<file path="src/design/nfpa_pkg.sv">
package nfpa_pkg;

    localparam int BYTES_W      = 20;
    localparam int FPAGE_W      = 12;
    localparam int START_W      = 12;
    localparam int COUNT_W      = 13;
    localparam int STATUS_W     = 2;
    localparam int CFG_W        = 13;
    localparam int HEADER_BYTES = 5;
    localparam logic [CFG_W-1:0] CFG_RESET = 13'd4096;

    typedef enum logic [STATUS_W-1:0] {
        STAT_OK        = 2'd0,
        STAT_OOM       = 2'd1,
        STAT_NOT_ALLOC = 2'd2
    } status_t;

    typedef enum logic [1:0] {
        RES_ALLOC,
        RES_OOM,
        RES_BAD_FREE,
        RES_FREED
    } res_t;

    typedef enum logic [3:0] {
        S_CLEAR,
        S_IDLE,
        S_DECODE,
        S_CHECK,
        S_SCAN_RD,
        S_SCAN_CHK,
        S_MARK,
        S_FREE_RD,
        S_FREE_CHK,
        S_FREE_CLR,
        S_RESP
    } state_t;

    typedef struct packed {
        logic clr_step;
        logic load;
        logic wrap;
        logic scan_start;
        logic scan_hit;
        logic scan_next;
        logic mark_start;
        logic mark_step;
        logic free_start;
        logic free_step;
        logic res_load;
        res_t res_sel;
        logic out_load;
    } cmd_t;

    typedef struct packed {
        logic clr_last;
        logic is_free;
        logic fit_fail;
        logic oom;
        logic scan_end;
        logic page_busy;
        logic mark_last;
        logic free_bad;
        logic free_end;
    } sts_t;

endpackage

</file>
<file path="src/design/nfpa_ctrl.sv">
module nfpa_ctrl (
    input  logic           clk,
    input  logic           rst_n,
    input  logic           in_valid,
    output logic           in_ready,
    output logic           out_valid,
    input  logic           out_ready,
    input  nfpa_pkg::sts_t sts,
    output nfpa_pkg::cmd_t cmd
);

    nfpa_pkg::state_t state_reg, state_next;
    logic             out_valid_reg, out_valid_next;

    always_ff @(posedge clk or negedge rst_n)
    begin
        if (!rst_n)
        begin
            state_reg     <= nfpa_pkg::S_CLEAR;
            out_valid_reg <= 1'b0;
        end
        else
        begin
            state_reg     <= state_next;
            out_valid_reg <= out_valid_next;
        end
    end

    assign out_valid = out_valid_reg;

    always_comb
    begin
        state_next = state_reg;
        cmd        = '0;
        cmd.res_sel = nfpa_pkg::RES_OOM;
        in_ready   = 1'b0;
        unique case (state_reg)
            nfpa_pkg::S_CLEAR:
            begin
                cmd.clr_step = 1'b1;
                if (sts.clr_last)
                begin
                    state_next = nfpa_pkg::S_IDLE;
                end
            end
            nfpa_pkg::S_IDLE:
            begin
                in_ready = 1'b1;
                if (in_valid)
                begin
                    cmd.load   = 1'b1;
                    state_next = nfpa_pkg::S_DECODE;
                end
            end
            nfpa_pkg::S_DECODE:
            begin
                if (sts.is_free)
                begin
                    state_next = nfpa_pkg::S_FREE_RD;
                end
                else
                begin
                    state_next = nfpa_pkg::S_CHECK;
                end
            end
            nfpa_pkg::S_CHECK:
            begin
                if (sts.fit_fail)
                begin
                    if (sts.oom)
                    begin
                        cmd.res_load = 1'b1;
                        cmd.res_sel  = nfpa_pkg::RES_OOM;
                        state_next   = nfpa_pkg::S_RESP;
                    end
                    else
                    begin
                        cmd.wrap = 1'b1;
                    end
                end
                else
                begin
                    cmd.scan_start = 1'b1;
                    state_next     = nfpa_pkg::S_SCAN_RD;
                end
            end
            nfpa_pkg::S_SCAN_RD:
            begin
                if (sts.scan_end)
                begin
                    cmd.mark_start = 1'b1;
                    state_next     = nfpa_pkg::S_MARK;
                end
                else
                begin
                    state_next = nfpa_pkg::S_SCAN_CHK;
                end
            end
            nfpa_pkg::S_SCAN_CHK:
            begin
                if (sts.page_busy)
                begin
                    cmd.scan_hit = 1'b1;
                    state_next   = nfpa_pkg::S_CHECK;
                end
                else
                begin
                    cmd.scan_next = 1'b1;
                    state_next    = nfpa_pkg::S_SCAN_RD;
                end
            end
            nfpa_pkg::S_MARK:
            begin
                cmd.mark_step = 1'b1;
                if (sts.mark_last)
                begin
                    cmd.res_load = 1'b1;
                    cmd.res_sel  = nfpa_pkg::RES_ALLOC;
                    state_next   = nfpa_pkg::S_RESP;
                end
            end
            nfpa_pkg::S_FREE_RD:
            begin
                state_next = nfpa_pkg::S_FREE_CHK;
            end
            nfpa_pkg::S_FREE_CHK:
            begin
                if (sts.free_bad)
                begin
                    cmd.res_load = 1'b1;
                    cmd.res_sel  = nfpa_pkg::RES_BAD_FREE;
                    state_next   = nfpa_pkg::S_RESP;
                end
                else
                begin
                    cmd.free_start = 1'b1;
                    state_next     = nfpa_pkg::S_FREE_CLR;
                end
            end
            nfpa_pkg::S_FREE_CLR:
            begin
                if (sts.free_end)
                begin
                    cmd.res_load = 1'b1;
                    cmd.res_sel  = nfpa_pkg::RES_FREED;
                    state_next   = nfpa_pkg::S_RESP;
                end
                else
                begin
                    cmd.free_step = 1'b1;
                end
            end
            nfpa_pkg::S_RESP:
            begin
                if (!out_valid_reg || out_ready)
                begin
                    cmd.out_load = 1'b1;
                    state_next   = nfpa_pkg::S_IDLE;
                end
            end
            default:
            begin
                state_next = nfpa_pkg::S_IDLE;
            end
        endcase
    end

    always_comb
    begin
        out_valid_next = out_valid_reg;
        if (cmd.out_load)
        begin
            out_valid_next = 1'b1;
        end
        else if (out_ready)
        begin
            out_valid_next = 1'b0;
        end
    end

endmodule

</file>
<file path="config.mk">
export PLATFORM = sky130hd
export DESIGN_NAME = nfpa_ctrl
export DESIGN_NICKNAME = d
export VERILOG_FILES = /design/src/design/nfpa_pkg.sv /design/src/design/nfpa_ctrl.sv
export SDC_FILE = /design/constraint.sdc
export NUM_CORES = 1
export LEC_CHECK = 0
export ABC_AREA = 0
export BUFFER_PORTS_ARGS = -buffer_cell sky130_fd_sc_hd__buf_2
export CORE_AREA = 2 2 49 51
export DETAILED_ROUTE_END_ITERATION = 12
export DIE_AREA = 0 0 51 53
export GPL_ROUTABILITY_DRIVEN = 0
export MAX_ROUTING_LAYER = met4
export PLACE_DENSITY = 0.54
export SYNTH_ARGS = -nofsm -noshare
export SYNTH_HDL_FRONTEND = slang
export SYNTH_SLANG_ARGS = --single-unit
export TNS_END_PERCENT = 10
</file>
<file path="constraint.sdc">
create_clock -name clk -period 4.4 [get_ports clk]
set_input_delay 0 -clock clk [delete_from_list [all_inputs] [get_ports clk]]
set_output_delay 0 -clock clk [all_outputs]
set_load 0.02 [all_outputs]
</file>
### After elaboration in Yosys (flattened, before gate mapping)

Cells that the tools add are included.

* bits in registers: 5
* latch bits: 0
* bits in writable memories: 0
* ROM bits: 0
* input port bits: 13
* output and inout port bits: 16
* logic and storage cells: 63
* memories kept: 0

* add/subtract/negate cells: 0
* $mul: 0
* div/mod/pow operators: 0
* $lt $le $gt $ge: 0
* equality and inequality tests: 16
* shift-type cells: 0
* multiplexer cells: 40
* bitwise gates (word level): 0
* reductions and logical operators: 5

Operators with widths (number)
* 4-bit one-hot mux with 11 select lines: 1
* 4-bit two-way mux: 7
* 3-bit two-way mux: 7
* 1-bit two-way mux: 20
* 4-bit by 3-bit equality test with 1-bit output, second input constant: 4
* 4-bit equality test, second input constant: 3
* 3-bit one-hot mux with 4 select lines: 1
* 2-bit != test, second input constant: 5
* 4-bit by 2-bit equality test with 1-bit output, second input constant: 2
* 2-bit two-way mux: 4
* 6-bit AND reduction: 1
* 4-bit by 1-bit equality test with 1-bit output, second input constant: 1
* 4-bit zero test: 1
* 3-bit != test, second input constant: 1
* 2-bit nonzero test: 1
* 1-bit zero test: 1
* 1-bit logical OR: 1

### Longest topological paths before layout

* depth in word-level cells: 5
* gate-level depth with buffers: 6
* mapped depth without buffers: 4

### Least setup slack after synthesis

OpenSTA, ideal clock, no wires.

* path kind: reg2out
* from: register state_reg[3]
* to: output cmd[12] (netlist bit)
* arrival: 1.567 ns
* required time: 4.400 ns
* path slack: 2.833 ns
* stages on the path, launching flop included: 5
* path buffers: 2
* cells stage by stage: dfrtp_1 buf_6 clkbuf_1 nor3_1 and2_1

RTL lines
* start, declared: line nfpa_ctrl.sv:12 `nfpa_pkg::state_t state_reg, state_next;`
* start signal, assigned: line nfpa_ctrl.sv:19 `state_reg <= nfpa_pkg::S_CLEAR;`
* start signal, assigned: line nfpa_ctrl.sv:24 `state_reg <= state_next;`
* end, declared: line nfpa_ctrl.sv:9 `output nfpa_pkg::cmd_t cmd`

### Final worst setup path

* from: register state_reg[2]
* to: register state_reg[0]

* longest elaborated chain between the ends: 3
* elaborated cells between the ends (all ways): 19
* classes of those cells: eq/ne: 16; mux: 1; reduce/logical: 2

RTL lines
* 4-bit by 2-bit equality test with 1-bit output, or another cell as far along: line nfpa_ctrl.sv:37 `unique case (state_reg)`
* 3-bit != test (no line) / 2-bit != test (equally long branches)
* 6-bit AND reduction (no line)

Parallel ways exist; a longest one is shown, timed or not.
A chain may end at the register's enable or synchronous reset.

==> results.yml <==
floorplan:
  dieArea_um2: 2700
  die_w_um: 51
  io_pins: 29
  die_h_um: 53
  row_count: 17
  start_util: 0.292
  core_area_um2: 2150
finish:
  largest_reg_flops: 4
  diodes: 0
  syn2layout_area_growth_pct: 26.9
  finalInstanceArea_um2: 797
  fin_nets: 117
  drive_above_1_share: 0.350
  fill_cells: 237
placed_design:
  port_buffers: 28
  placed_cell_area_um2: 761
  dp_hpwl_um: 1170
hold_path:
  worstHoldPathType: "in2async"
drt:
  routed_wl_um: 1550
  drt-vias-per-instance: 4.97
  dr.pass1.iters: 4
  num_vias: 651
  wl_per_cell_um: 11.8
  drt_iter0_markers: 20
  drc_errors: 0
  antenna_left: 0
global_route:
  grt_pass1_wl_um: 2530
  overflow: 0
  antenna_found_initial: 0
  grt_pass1_vias: 576
  grt_max_degree: 23
  grtUsageTotal: 0.128
clocking:
  post-cts-setup-buffers: 0
  cts_tree: "yes"
  clkSinkCount: 5
  path_clk_slew_ns: 0.04
  cts_inserted_buffers: 3
  clock_path_buffers: 2
  clk_latency_ns: 0.24
  cts_htree_levels: 1
  clockRootBuffer: "clkbuf_4"
power_and_ir_drop:
  ir_drop_v: 0.000303
  pwr_density_cell_nw_per_um2: 609
  p_leak_nw: 0.410
sta:
  fmax_mhz: 523
  min_period_over_period: 0.435
  finClkSkew_ns: 0.00407
  worst_slew_pin_slew_ns: 0.572
  finalSetupViolations: 0
  fin_crit_ns: 1.91
  hold_slack_ns: 0.110
  finalHoldViolations: 0
  finalSetupTns_ns: 0
  slew_headroom: 0.619
  rsz0062_at_grt: "false"
  drv_slew: 0
setup_path:
  arrival_ns: 2.03
  critical_path.max_fanout: 22
  crit_type: "reg2reg"
  crit_path_end_kind: "flop"
  required_ns: 4.52
  start_kind: "flop"
flow_run:
  maxCapViolCount: 0
synthesis:
  synth.distinct_cells: 39
  synth_edf_count: 0
  ys_warn_count: 0
  seq_area_frac_synth: 0.199
  ys_ff_latch: 5
  synthCells: 77
  syn_nets: 90
  synthArstFlopShare: 1.00
  syn_avg_cell_area_um2: 8.16
  synth_ff_type: "dfrtp_1"
  synth_area_um2: 628
status:
  status: "finished clean"
-- cell families after synthesis --
| family | share of synthesized area |
|---|---|
| AOI/OAI and AO/OA | 0.207 |
| buffers and inverters | 0.0857 |
| DFF | 0.199 |
| muxes | 0.0518 |
| and+or+nand+nor | 0.456 |
-- synthesized netlist by cell type, types with 2 or more instances --
cell type  instances  area, um^2
nand4bb_1          2        22.5
dfrtp_1            5         125
inv_1              3        11.3
and3_1             4        25.0
nor4_1             2        12.5
nand2_1            6        22.5
nor2_1             4        15.0
and2_1             2        12.5
nor3_1             6        30.0
mux2_1             2        22.5
buf_2              4        20.0
a21oi_1            5        25.0
nor2b_1            3        18.8
nand2b_1           4        25.0
-- cells in the final DEF, fill, tap and decap left out, types with 3 or more instances in the layout --
cell type  synthesis  routed
nor2b_1            3       3
nand2b_1           4       4
inv_1              3       3
nor2_1             4       4
and3_1             4       4
dfrtp_1            5       5
nor3_1             6       6
a21oi_1            5       5
nand2_1            6       6
buf_2              4      28
clkbuf_4           0       3
-- path summary, 6_finish.rpt --
path / startpoint / endpoint / slack, ns / cells after the start
worst min-delay path: rst_n / state_reg[1] / 0.11 / 2
worst max-delay path: state_reg[2] / state_reg[0] / 2.49 / 4
worst min register to register: out_valid / out_valid / 0.56 / 2
min in group clk: out_ready / out_valid / 0.11 / 3
max in group asynchronous: rst_n / out_valid / 4.16 / 2
worst max register to register: state_reg[2] / state_reg[0] / 2.49 / 4
-- critical path: stages (launching register included) --
cell and delay (ns):
dfrtp_1 0.69, and4bb_4 0.32, a32o_2 0.29, nor3_4 0.15, mux2_1 0.33
-- final cells by class --
| cell class | instances | area [um^2] | area share |
|---|---|---|---|
| multi-input cells | 62 | 449 | 0.564 |
| clock buffers | 4 | 26.3 | 0.0330 |
| inverters | 3 | 11.3 | 0.0141 |
| flip-flops and latches | 5 | 125 | 0.157 |
| repair buffers | 29 | 150 | 0.188 |
| well taps | 28 | 35.0 | 0.0440 |
-- metrics by stage --
stage,util,power (mW),cells,setup WS [ns]
after CTS,0.371,0.491,131,2.49
after floorplan,-,0.373,77,2.83
after global routing,0.371,0.531,131,2.36
after global placement,0.354,0.436,126,2.55
after detailed placement,0.354,0.433,126,2.51
final,0.371,0.485,131,2.49
-- per-layer routing --
layer,vias to the layer above,GRT usage,part of all wire
met5,-,-,0
met4,0,0.0676,0
met3,0,0.00847,0.050
met2,18,0.212,0.50
met1,297,0.158,0.45
li1,336,-,-
-- what timing repair did --
action / CTS / global route
endpoints found under the setup margin: 0 / 0
hold buffers: 1 / 0
gates resized for setup: 0 / 0
hold endpoints to repair: 5 / 0
-- power breakdown --
part | internal, mW | switching [mW] | total [mW]
clock network | 0.0342 | 0.0181 | 0.0524
registers | 0.0657 | 0.0725 | 0.138
logic | 0.144 | 0.151 | 0.295
No activity file was read; power rests on OpenSTA's default activity.
